==> src/rtl/uks_pkg.sv <==
// ----------------------------------------------------------------------------
// uks_pkg
// Shared types and constants for the unique key stack: field widths, command
// and status codes, controller states and the control/status bundles.
// ----------------------------------------------------------------------------
package uks_pkg;

   localparam int KEY_W   = 32;
   localparam int DATA_W  = 32;
   localparam int COUNT_W = 7;

   // request command codes
   typedef enum logic [1:0] {
      CMD_PUSH = 2'd0,
      CMD_POP  = 2'd1,
      CMD_PEEK = 2'd2,
      CMD_NOP  = 2'd3
   } cmd_type;

   // response status codes
   typedef enum logic [1:0] {
      ST_OK    = 2'd0,
      ST_DUP   = 2'd1,
      ST_UNDER = 2'd2,
      ST_OVER  = 2'd3
   } status_type;

   // controller states
   typedef enum logic [1:0] {
      S_IDLE   = 2'd0,
      S_SCAN   = 2'd1,
      S_READ   = 2'd2,
      S_FINISH = 2'd3
   } state_type;

   // controller to datapath commands
   typedef struct packed {
      logic load;      // capture the request beat
      logic scan;      // step the duplicate key scan
      logic read_top;  // read the top entry
      logic finish;    // commit the operation and load the response
   } ctl_type;

   // datapath to controller status
   typedef struct packed {
      logic scan_done; // every held key compared
      logic out_free;  // response register can take a new beat
   } sts_type;

endpackage

==> src/rtl/uks_ctrl.sv <==
// ----------------------------------------------------------------------------
// uks_ctrl
// Controller of the unique key stack: sequences request capture, the
// duplicate key scan, the top entry read and the response commit.
// ----------------------------------------------------------------------------
module uks_ctrl (
   input  logic             clock,
   input  logic             reset,
   input  logic             req_valid,
   input  logic [1:0]       req_command,
   output logic             req_stall,
   output uks_pkg::ctl_type ctl,
   input  uks_pkg::sts_type sts
);

   uks_pkg::state_type state_ff, state_in;

   // next state
   always_comb begin
      state_in = state_ff;
      case (state_ff)
         uks_pkg::S_IDLE: begin
            if (req_valid) begin
               if (req_command == uks_pkg::CMD_PUSH) begin
                  state_in = uks_pkg::S_SCAN;
               end else begin
                  state_in = uks_pkg::S_READ;
               end
            end
         end
         uks_pkg::S_SCAN: begin
            if (sts.scan_done) begin
               state_in = uks_pkg::S_FINISH;
            end
         end
         uks_pkg::S_READ: begin
            state_in = uks_pkg::S_FINISH;
         end
         uks_pkg::S_FINISH: begin
            if (sts.out_free) begin
               state_in = uks_pkg::S_IDLE;
            end
         end
         default: begin
            state_in = uks_pkg::S_IDLE;
         end
      endcase
   end

   // outputs
   always_comb begin
      req_stall    = 1'b1;
      ctl.load     = 1'b0;
      ctl.scan     = 1'b0;
      ctl.read_top = 1'b0;
      ctl.finish   = 1'b0;
      case (state_ff)
         uks_pkg::S_IDLE: begin
            req_stall = 1'b0;
            ctl.load  = req_valid;
         end
         uks_pkg::S_SCAN: begin
            ctl.scan = 1'b1;
         end
         uks_pkg::S_READ: begin
            ctl.read_top = 1'b1;
         end
         uks_pkg::S_FINISH: begin
            ctl.finish = sts.out_free;
         end
         default: begin
         end
      endcase
   end

   // state register
   always_ff @(posedge clock) begin
      if (reset) begin
         state_ff <= uks_pkg::S_IDLE;
      end else begin
         state_ff <= state_in;
      end
   end

   // a captured push always goes through the key scan
   a_push_scans: assert property (@(posedge clock) disable iff (reset)
      (ctl.load && (req_command == uks_pkg::CMD_PUSH)) |=> (state_ff == uks_pkg::S_SCAN))
      else $error("push did not start the key scan");

   // commit happens only once the response register is free
   a_finish_free: assert property (@(posedge clock) disable iff (reset)
      ctl.finish |-> (sts.out_free && (state_ff == uks_pkg::S_FINISH)))
      else $error("commit while response register busy");

   // a commit returns the controller to idle
   a_finish_idle: assert property (@(posedge clock) disable iff (reset)
      ctl.finish |=> (state_ff == uks_pkg::S_IDLE))
      else $error("controller not idle after commit");

endmodule

==> config.mk <==
export PLATFORM = sky130hd
export DESIGN_NAME = uks_ctrl
export DESIGN_NICKNAME = d
export VERILOG_FILES = /design/src/rtl/uks_pkg.sv /design/src/rtl/uks_ctrl.sv
export SDC_FILE = /design/constraint.sdc
export NUM_CORES = 1
export LEC_CHECK = 0
export BUFFER_PORTS_ARGS = -buffer_cell sky130_fd_sc_hd__buf_2
export CORE_AREA = 2 2 39 41
export CTS_BUF_LIST = sky130_fd_sc_hd__clkbuf_4
export CTS_CLUSTER_DIAMETER = 120
export DETAILED_ROUTE_END_ITERATION = 10
export DIE_AREA = 0 0 41 43
export GPL_ROUTABILITY_DRIVEN = 0
export MAX_ROUTING_LAYER = met4
export PLACE_DENSITY = 0.35
export SLEW_MARGIN = 10
export SYNTH_ARGS = -nofsm -noshare
export SYNTH_HDL_FRONTEND = slang
export SYNTH_SLANG_ARGS = --single-unit
export TNS_END_PERCENT = 100
==> constraint.sdc <==
create_clock -name clock -period 2.3 [get_ports clock]
set_input_delay 0.46 -clock clock [delete_from_list [all_inputs] [get_ports clock]]
set_output_delay 0.46 -clock clock [all_outputs]
set_load 0.05 [all_outputs]
==> results of run 1 <==
worst min-delay path by stage:
stage / cells past startpoint / to / startpoint / slack [ps]
finish: 2 / state_ff[0] / reset / 420
global route: 2 / state_ff[0] / reset / 430
CTS: 2 / state_ff[0] / reset / 420
detailed placement: 2 / state_ff[0] / state_ff[0] / 610
global placement: 2 / state_ff[0] / state_ff[0] / 620
floorplan: 1 / state_ff[0] / reset / 530
report_power, final:
part / total, uW / switching [uW] / internal, uW / leakage [uW]
registers: 65.4 / 14.5 / 50.9 / 0.0000166
logic: 329 / 217 / 112 / 0.000140
clock network: 80.2 / 22.5 / 57.8 / 0.0000138
placed cells by master, fill, tap and decap left out:
| cell | netlist | routed |
|---|---|---|
| dfxtp_1 | 2 | 2 |
| buf_2 | 0 | 11 |
| a211oi_1 | 1 | 1 |
| nand2b_1 | 3 | 3 |
| nor3b_2 | 1 | 1 |
| clkbuf_4 | 0 | 3 |
| nor3_1 | 1 | 1 |
| ha_1 | 5 | 5 |
| a31oi_1 | 1 | 1 |
| a21oi_1 | 1 | 1 |
| and2_1 | 2 | 2 |
| mux2_4 | 1 | 1 |
| inv_1 | 4 | 4 |
| nor2_1 | 2 | 2 |
| and3_4 | 1 | 1 |
final cells by class:
class                   instances  area (um^2)
clock buffers                   3        22.52
fillers                       162         1067
inverters                       4        15.01
multi-input cells              19        163.9
flip-flops and latches          2        40.04
well taps                      16        20.02
repair buffers                 11        55.05
metrics by stage:
stage	power [uW]	setup WS, ps
global route	515.3	489.0
floorplan	342.3	719.0
global placement	399.1	804.3
detailed placement	398.5	795.2
finish	474.2	567.8
CTS	485.2	549.4
synth_stat cells:
cell type	instances	area share [%]
a211oi_1	1	3.4
a21oi_1	1	2.3
a31oi_1	1	2.9
and2_1	2	5.7
and3_4	1	5.1
dfxtp_1	2	18
ha_1	5	29
inv_1	4	6.9
mux2_4	1	6.9
nand2b_1	3	8.6
nor2_1	2	3.4
nor3_1	1	2.3
nor3b_2	1	5.7
layer usage:
layer / part of all wire (%) / up-vias
met1: 42 / 92
met4: 5.0 / 0
met5: 0 / -
li1: - / 110
met2: 44 / 10
met3: 9.0 / 2
kinds of logic (layout without fill, tap and decap cells):
logic type               count (synthesis)  after routing  synth area share (%)
AO/OA/AOI/OAI                            3              3                 8.572
adder cells (fa/ha/maj)                  5              5                 28.57
buffers and inverters                    4             18                 6.855
flip-flops                               2              2                 18.29
multiplexers                             1              1                 6.855
AND/OR/NAND/NOR                         10             10                 30.85
==> flow_metrics.py, run 1 <==
metrics = {
    "outcome": {
        "status": "finished clean",
    },
    "final_layout": {
        "largest-register": "state_ff",
        "final_cells": 55,
        "reg_top3": "state_ff x2",
        "diodes": 0,
        "design_area_um2": 316.6,
        "final_core_util_pct": 22.88,
        "largest_register_ffs": 2,
        "syn_to_final_growth_pct": 44.57,
        "drive_gt1_share_pct": 43.59,
        "final_nets": 53,
    },
    "setup_path": {
        "crit_fanout": 4,
        "path_class": "flop to primary output",
        "worstPathCellList": "inv_1 > ha_1 > and2_1 > buf_2",
        "r2r_end": "state_ff[1]",
        "crit_end": "ctl[3]",
        "cp_num_buf_inv": 2,
        "critPathTopFamily": "flip-flops",
        "critPathSlowestCell": "dfxtp_1",
        "r2r_setup_slack_ps": 900,
        "cp.depth": 4,
        "cp-start-kind": "flop",
        "reg2regPathDepth": 5,
        "crit_arrival_ps": 1270,
        "end_kind": "primary output",
        "worst_ep_required_time_ps": 1840,
        "max_stage_delay_ps": 370,
        "crit_path_start": "state_ff[0]",
        "r2r-start": "state_ff[0]",
    },
    "run": {
        "max_cap_viol_count": 0,
    },
    "timing": {
        "tightest_slew_ps": 252.4,
        "skew_ps": 3.193,
        "fin_crit_ps": 1732,
        "maxSlewViolCount": 0,
        "rsz0062_at_grt": "no",
        "holdWs_ps": 422.4,
        "slew_headroom_pct": 83.29,
        "max_freq_ghz": 0.5773,
        "setup_violations": 0,
        "hold_violations": 0,
        "setup_tns_ps": 0,
        "min_period_over_period_pct": 75.31,
    },
    "synth": {
        "ys_warn_count": 0,
        "syn_inst": 25,
        "ys_seq_elements": 2,
        "synthesis.nets": 37,
        "synth_cell_types": 13,
        "syn-cell-area_um2": 219.0,
        "seq_area_frac_synth_pct": 18.29,
        "postSynthAreaPerCell_um2": 8.758,
    },
    "power_and_ir_drop": {
        "pwr_density_cell_nw_per_um2": 1498,
        "p_leak_uw": 0.0001706,
        "peakVddDrop_uv": 267.2,
    },
    "clock_network": {
        "cts.clk_slew.worst_paths_ps": 30,
        "cts_tree": "built",
        "hold_buffers": 0,
        "worst_skew_pair.late_latency_ps": 230,
        "clock_sinks": 2,
        "cts_setup_buffers": 0,
        "cts_buffer_depth": 2,
        "root_buffer": "clkbuf_4",
        "ctsResizeCount": 0,
        "cts_htree_levels": 1,
        "cts_made_buffers": 3,
    },
    "grt": {
        "antenna_found_initial": 0,
        "grt_pass1_vias": 200,
        "grt_use_met2_pct": 8.125,
        "track_usage_pct": 6.879,
        "gr-usage-met3_pct": 3.141,
        "use_met1_pct": 6.390,
        "grt_max_degree": 5,
        "gr-max-usage-layer": "met4",
        "overflow": 0,
        "grt_pass1_wl_um": 690,
    },
    "route": {
        "drt_iter0_drc": 5,
        "drc_errors": 0,
        "totalWireLength_um": 421,
        "first_pass_iters": 2,
        "vias_per_cell": 3.891,
        "vias": 214,
        "postRouteAntennaNets": 0,
        "wl_per_cell_um": 7.655,
    },
    "die": {
        "dieArea_um2": 1763,
        "core_um2": 1384,
        "fp.dieW_um": 41,
        "die_y_um": 43,
        "num_io_pins": 12,
        "rows": 14,
        "start_util_pct": 15.82,
    },
    "placed_design": {
        "dp_cells": 52,
        "io_buffers": 11,
        "dpl_cell_area_um2": 294.0,
    },
    "hold_path": {
        "hold_path_class": "primary input to flop",
    },
}
Power figures use the tool's default switching activity.
==> inputs of run 2 (changes only) <==
==> constraint.sdc (replaced) <==
create_clock -name clock -period 1.8 [get_ports clock]
set_input_delay 0.36 -clock clock [delete_from_list [all_inputs] [get_ports clock]]
set_output_delay 0.36 -clock clock [all_outputs]
set_load 0.05 [all_outputs]
==> run 2 against run 1 <==
Compared with the run above: sequential share of layout area unchanged; combinational power increased by 28%; via count increased by 1.9%.
==> flow_metrics.py, run 2 (synthesized netlist as in run 1, its figures left out) <==
metrics = {
    "final_layout": {
        "reg_top3": "state_ff x2",
        "final_nets": 53,
        "syn_to_final_growth_pct": 44.57,
        "drive_gt1_share_pct": 43.59,
        "largest_register_ffs": 2,
        "final_cell_mix": "buf_2, ha_1, inv_1",
        "diodes": 0,
        "largest-register": "state_ff",
        "layout_commonest_cell": "buf_2",
    },
    "grt": {
        "grt_pass1_vias": 196,
        "overflow": 0,
        "grt_max_degree": 5,
        "grt_pass1_wl_um": 669,
        "track_usage_pct": 6.776,
        "antenna_found_initial": 0,
    },
    "power_and_ir_drop": {
        "p_switching_uw": 324.8,
        "swShare_pct": 53.57,
        "combPwrFrac_pct": 69.6,
        "p_int_uw": 281.6,
        "p_total_uw": 606.4,
        "clockPowerShare_pct": 16.7,
        "pwr_density_cell_nw_per_um2": 1916,
        "peakVddDrop_uv": 385.7,
        "seq_power_share_pct": 13.8,
        "p_leak_uw": 0.0001706,
    },
    "route": {
        "drt_iter0_drc": 1,
        "drc_errors": 0,
        "vias": 218,
        "wl_per_cell_um": 8.364,
        "first_pass_iters": 4,
        "postRouteAntennaNets": 0,
        "totalWireLength_um": 460,
        "vias_per_cell": 3.964,
    },
    "hold_path": {
        "hold_depth": 2,
        "hold_path_class": "primary input to flop",
    },
    "clock_network": {
        "cts_htree_levels": 1,
        "ctsResizeCount": 0,
        "cts_buffer_depth": 2,
        "hold_buffers": 0,
        "root_buffer": "clkbuf_4",
        "cts_tree": "built",
        "cts_made_buffers": 3,
        "cts.clk_slew.worst_paths_ps": 30,
        "cts_setup_buffers": 0,
        "worst_skew_pair.late_latency_ps": 230,
        "clock_sinks": 2,
    },
    "timing": {
        "slew_headroom_pct": 83.40,
        "min_period_over_period_pct": 90.59,
        "max_freq_ghz": 0.6133,
        "setup_tns_ps": 0,
        "hold_violations": 0,
        "setup_violations": 0,
        "fin_crit_ps": 1631,
        "setup_slack_ps": 169.5,
        "skew_ps": 3.199,
        "tightest_slew_ps": 250.8,
        "maxSlewViolCount": 0,
        "rsz0062_at_grt": "no",
    },
    "die": {
        "start_util_pct": 15.82,
        "rows": 14,
        "dieArea_um2": 1763,
        "fp.dieW_um": 41,
        "die_y_um": 43,
        "core_um2": 1384,
        "num_io_pins": 12,
    },
    "setup_path": {
        "cp-start-kind": "flop",
        "worst_ep_required_time_ps": 1440,
        "crit_arrival_ps": 1270,
        "cp.depth": 4,
        "worstPathCellList": "inv_1 > ha_1 > and2_1 > buf_2",
        "end_kind": "primary output",
        "critPathTopFamily": "flip-flops",
        "cp_num_buf_inv": 2,
        "reg2regPathDepth": 5,
        "path_class": "flop to primary output",
        "max_stage_delay_ps": 370,
        "critPathSlowestCell": "dfxtp_1",
        "crit_fanout": 4,
    },
    "run": {
        "max_cap_viol_count": 0,
    },
    "outcome": {
        "status": "finished clean",
    },
    "placed_design": {
        "dpl.hpwl_um": 385,
        "post-place-ws_ps": 386.4,
        "io_buffers": 11,
    },
}
run 2: per-layer routing:
layer	global-route usage (%)	share of wire, %	vias to the layer above
met5	-	0	-
met4	10.00	3.3	0
met3	3.141	9.6	2
met2	8.750	47	12
met1	5.431	39	93
li1	-	-	111
run 2: path summary, 6_finish.rpt:
kind	startpoint	endpoint	slack, ps
setup / recovery	state_ff[0]	ctl[3]	170
hold / removal	reset	state_ff[0]	320
hold reg to reg	state_ff[0]	state_ff[0]	600
setup reg to reg	state_ff[0]	state_ff[1]	390
run 2: area by class of cell:
type	count	area, um^2
sequential	2	40.04
fill	158	1067
timing repair buffer	11	55.05
multi-input combinational	19	163.9
clock buffer	3	22.52
inverter	4	15.01
tap	16	20.02
run 2: power groups by stage:
stage	Clock, uW	Sequential (uW)	Combinational, uW
3_5_place_dp	0	84.7	428
4_1_cts	108	84.4	429
5_1_grt	112	85.7	456
2_1_floorplan	0	79.9	357
6_report	101	83.4	422
3_3_place_gp	0	84.1	427
run 2: stage by stage:
step	utilization [%]	instance area (um^2)	cells	hold slack (ps)
floorplan	-	219.0	25	432.8
global placement	21.25	294.0	52	559.5
detailed placement	21.25	294.0	52	560.0
CTS	22.88	316.6	55	316.2
global route	22.88	316.6	55	324.1
finish	22.88	316.6	55	323.0
==> inputs of run 3 (changes only) <==
==> constraint.sdc (replaced) <==
create_clock -name clock -period 1.8 [get_ports clock]
set_input_delay 0.18 -clock clock [delete_from_list [all_inputs] [get_ports clock]]
set_output_delay 0.18 -clock clock [all_outputs]
set_load 0.05 [all_outputs]
==> run 3 against run 2 <==
Compared with the run above: via count is 6.4% lower; register-to-register slack gained 20 ps; sequential power down 0.6%; worst setup slack better by 180 ps; core utilization stayed put; critical path depth is the same; first-iteration DRC count grew 100%; wire length decreased by 7.8%; global-route usage down 0.10 points; total power up 0.52%; worst hold slack got worse by 180 ps; largest cell class unchanged.
==> flow_metrics.py, run 3 (synthesized netlist as in run 1, its figures left out) <==
metrics = {
    "setup_path": {
        "worst_ep_required_time_ps": 1620,
        "cp-start-kind": "flop",
        "crit_arrival_ps": 1270,
        "max_stage_delay_ps": 370,
        "r2r_setup_slack_ps": 410,
        "reg2regPathDepth": 5,
        "worstPathCellList": "inv_1 > ha_1 > and2_1 > buf_2",
        "end_kind": "primary output",
        "crit_fanout": 4,
        "critPathSlowestCell": "dfxtp_1",
        "r2r_end": "state_ff[1]",
        "crit_path_start": "state_ff[0]",
        "path_class": "flop to primary output",
        "r2r-start": "state_ff[0]",
    },
    "grt": {
        "antenna_found_initial": 0,
        "overflow": 0,
        "grt_max_degree": 5,
        "grt_pass1_vias": 197,
        "gr-usage-met3_pct": 3.141,
        "use_met1_pct": 6.390,
        "grt_pass1_wl_um": 662,
        "grt_use_met2_pct": 7.500,
        "gr-max-usage-layer": "met4",
        "track_usage_pct": 6.674,
    },
    "power_and_ir_drop": {
        "pwr_density_cell_nw_per_um2": 1926,
        "peakVddDrop_uv": 337.1,
        "p_leak_uw": 0.0001706,
        "p_total_uw": 609.6,
    },
    "timing": {
        "setup_tns_ps": 0,
        "fin_crit_ps": 1448,
        "max_freq_ghz": 0.6904,
        "rsz0062_at_grt": "no",
        "maxSlewViolCount": 0,
        "skew_ps": 5.147,
        "setup_violations": 0,
        "slew_headroom_pct": 83.49,
        "tightest_slew_ps": 249.4,
        "holdWs_ps": 140.1,
        "min_period_over_period_pct": 80.47,
        "hold_violations": 0,
    },
    "hold_path": {
        "hold_start": "reset",
        "hold_depth": 2,
        "hold_path_class": "primary input to flop",
        "hold_end": "state_ff[0]",
    },
    "route": {
        "drc_errors": 0,
        "vias": 204,
        "postRouteAntennaNets": 0,
        "drt_iter0_drc": 2,
        "wl_per_cell_um": 7.709,
        "first_pass_iters": 3,
        "totalWireLength_um": 424,
        "vias_per_cell": 3.709,
    },
    "outcome": {
        "status": "finished clean",
    },
    "clock_network": {
        "worst_skew_pair.late_latency_ps": 230,
        "cts_htree_levels": 1,
        "cts_buffer_depth": 2,
        "cts_made_buffers": 3,
        "cts_tree": "built",
        "cts_setup_buffers": 0,
        "ctsResizeCount": 0,
        "hold_buffers": 0,
        "clock_sinks": 2,
        "cts.clk_slew.worst_paths_ps": 30,
        "root_buffer": "clkbuf_4",
    },
    "final_layout": {
        "seqCellArea_um2": 40.04,
        "final_cells": 55,
        "largest_register_ffs": 2,
        "n_fill_cell": 159,
        "final_cell_mix": "buf_2, ha_1, inv_1",
        "reg_top3": "state_ff x2",
        "multi_input_area_um2": 163.9,
        "drive_gt1_share_pct": 43.59,
        "final_nets": 53,
        "layout_commonest_cell": "buf_2",
        "largest-register": "state_ff",
        "diodes": 0,
        "syn_to_final_growth_pct": 44.57,
    },
    "die": {
        "fp.dieW_um": 41,
        "die_y_um": 43,
        "rows": 14,
        "core_um2": 1384,
        "num_io_pins": 12,
        "start_util_pct": 15.82,
        "dieArea_um2": 1763,
    },
    "run": {
        "max_cap_viol_count": 0,
    },
    "placed_design": {
        "dp_cells": 52,
        "dpl.hpwl_um": 345,
        "io_buffers": 11,
    },
}
run 3: cell counts in the layout (fill, tap and decap cells not counted):
No cell type changed its count.
run 3: worst max-delay path by stage:
stage,to,slack [ps],depth (start not counted)
5_1_grt,ctl[3],250,4
2_1_floorplan,state_ff[1],220,5
6_report,ctl[3],350,4
3_5_place_dp,state_ff[1],400,5
3_3_place_gp,state_ff[1],420,5
4_1_cts,ctl[3],330,4
run 3: cell type report:
type	instances	area share, %
Sequential cell	2	12.65
Tap cell	16	6.324
Timing Repair Buffer	11	17.39
Inverter	4	4.743
Clock buffer	3	7.115
Multi-Input combinational cell	19	51.78
run 3: metrics by stage:
step | instance area [um^2] | utilization (%) | setup WS (ps)
after floorplan | 219.0 | - | 219.0
after global placement | 294.0 | 21.25 | 415.9
after detailed placement | 294.0 | 21.25 | 395.6
after CTS | 316.6 | 22.88 | 328.1
after global routing | 316.6 | 22.88 | 249.4
final | 316.6 | 22.88 | 351.6
run 3: layer usage:
layer / up-vias / share of wire, % / wire [um]
li1: 110 / - / -
met1: 82 / 46 / 195
met2: 10 / 41 / 172
met3: 2 / 8.3 / 35
met4: 0 / 5.0 / 21
met5: - / 0 / 0
run 3: critical path: cells and delay by family (launching register included):
kind / cells / cell delay [ps]
simple gates: 1 / 150
buf+inv: 2 / 290
flops: 1 / 370
fa+ha+maj: 1 / 220
run 3: power by group:
part	switching (uW)	internal (uW)	total, uW
clock network	30.1	74.0	104
registers	17.8	65.1	82.9
logic	279	144	423
total	327	283	610
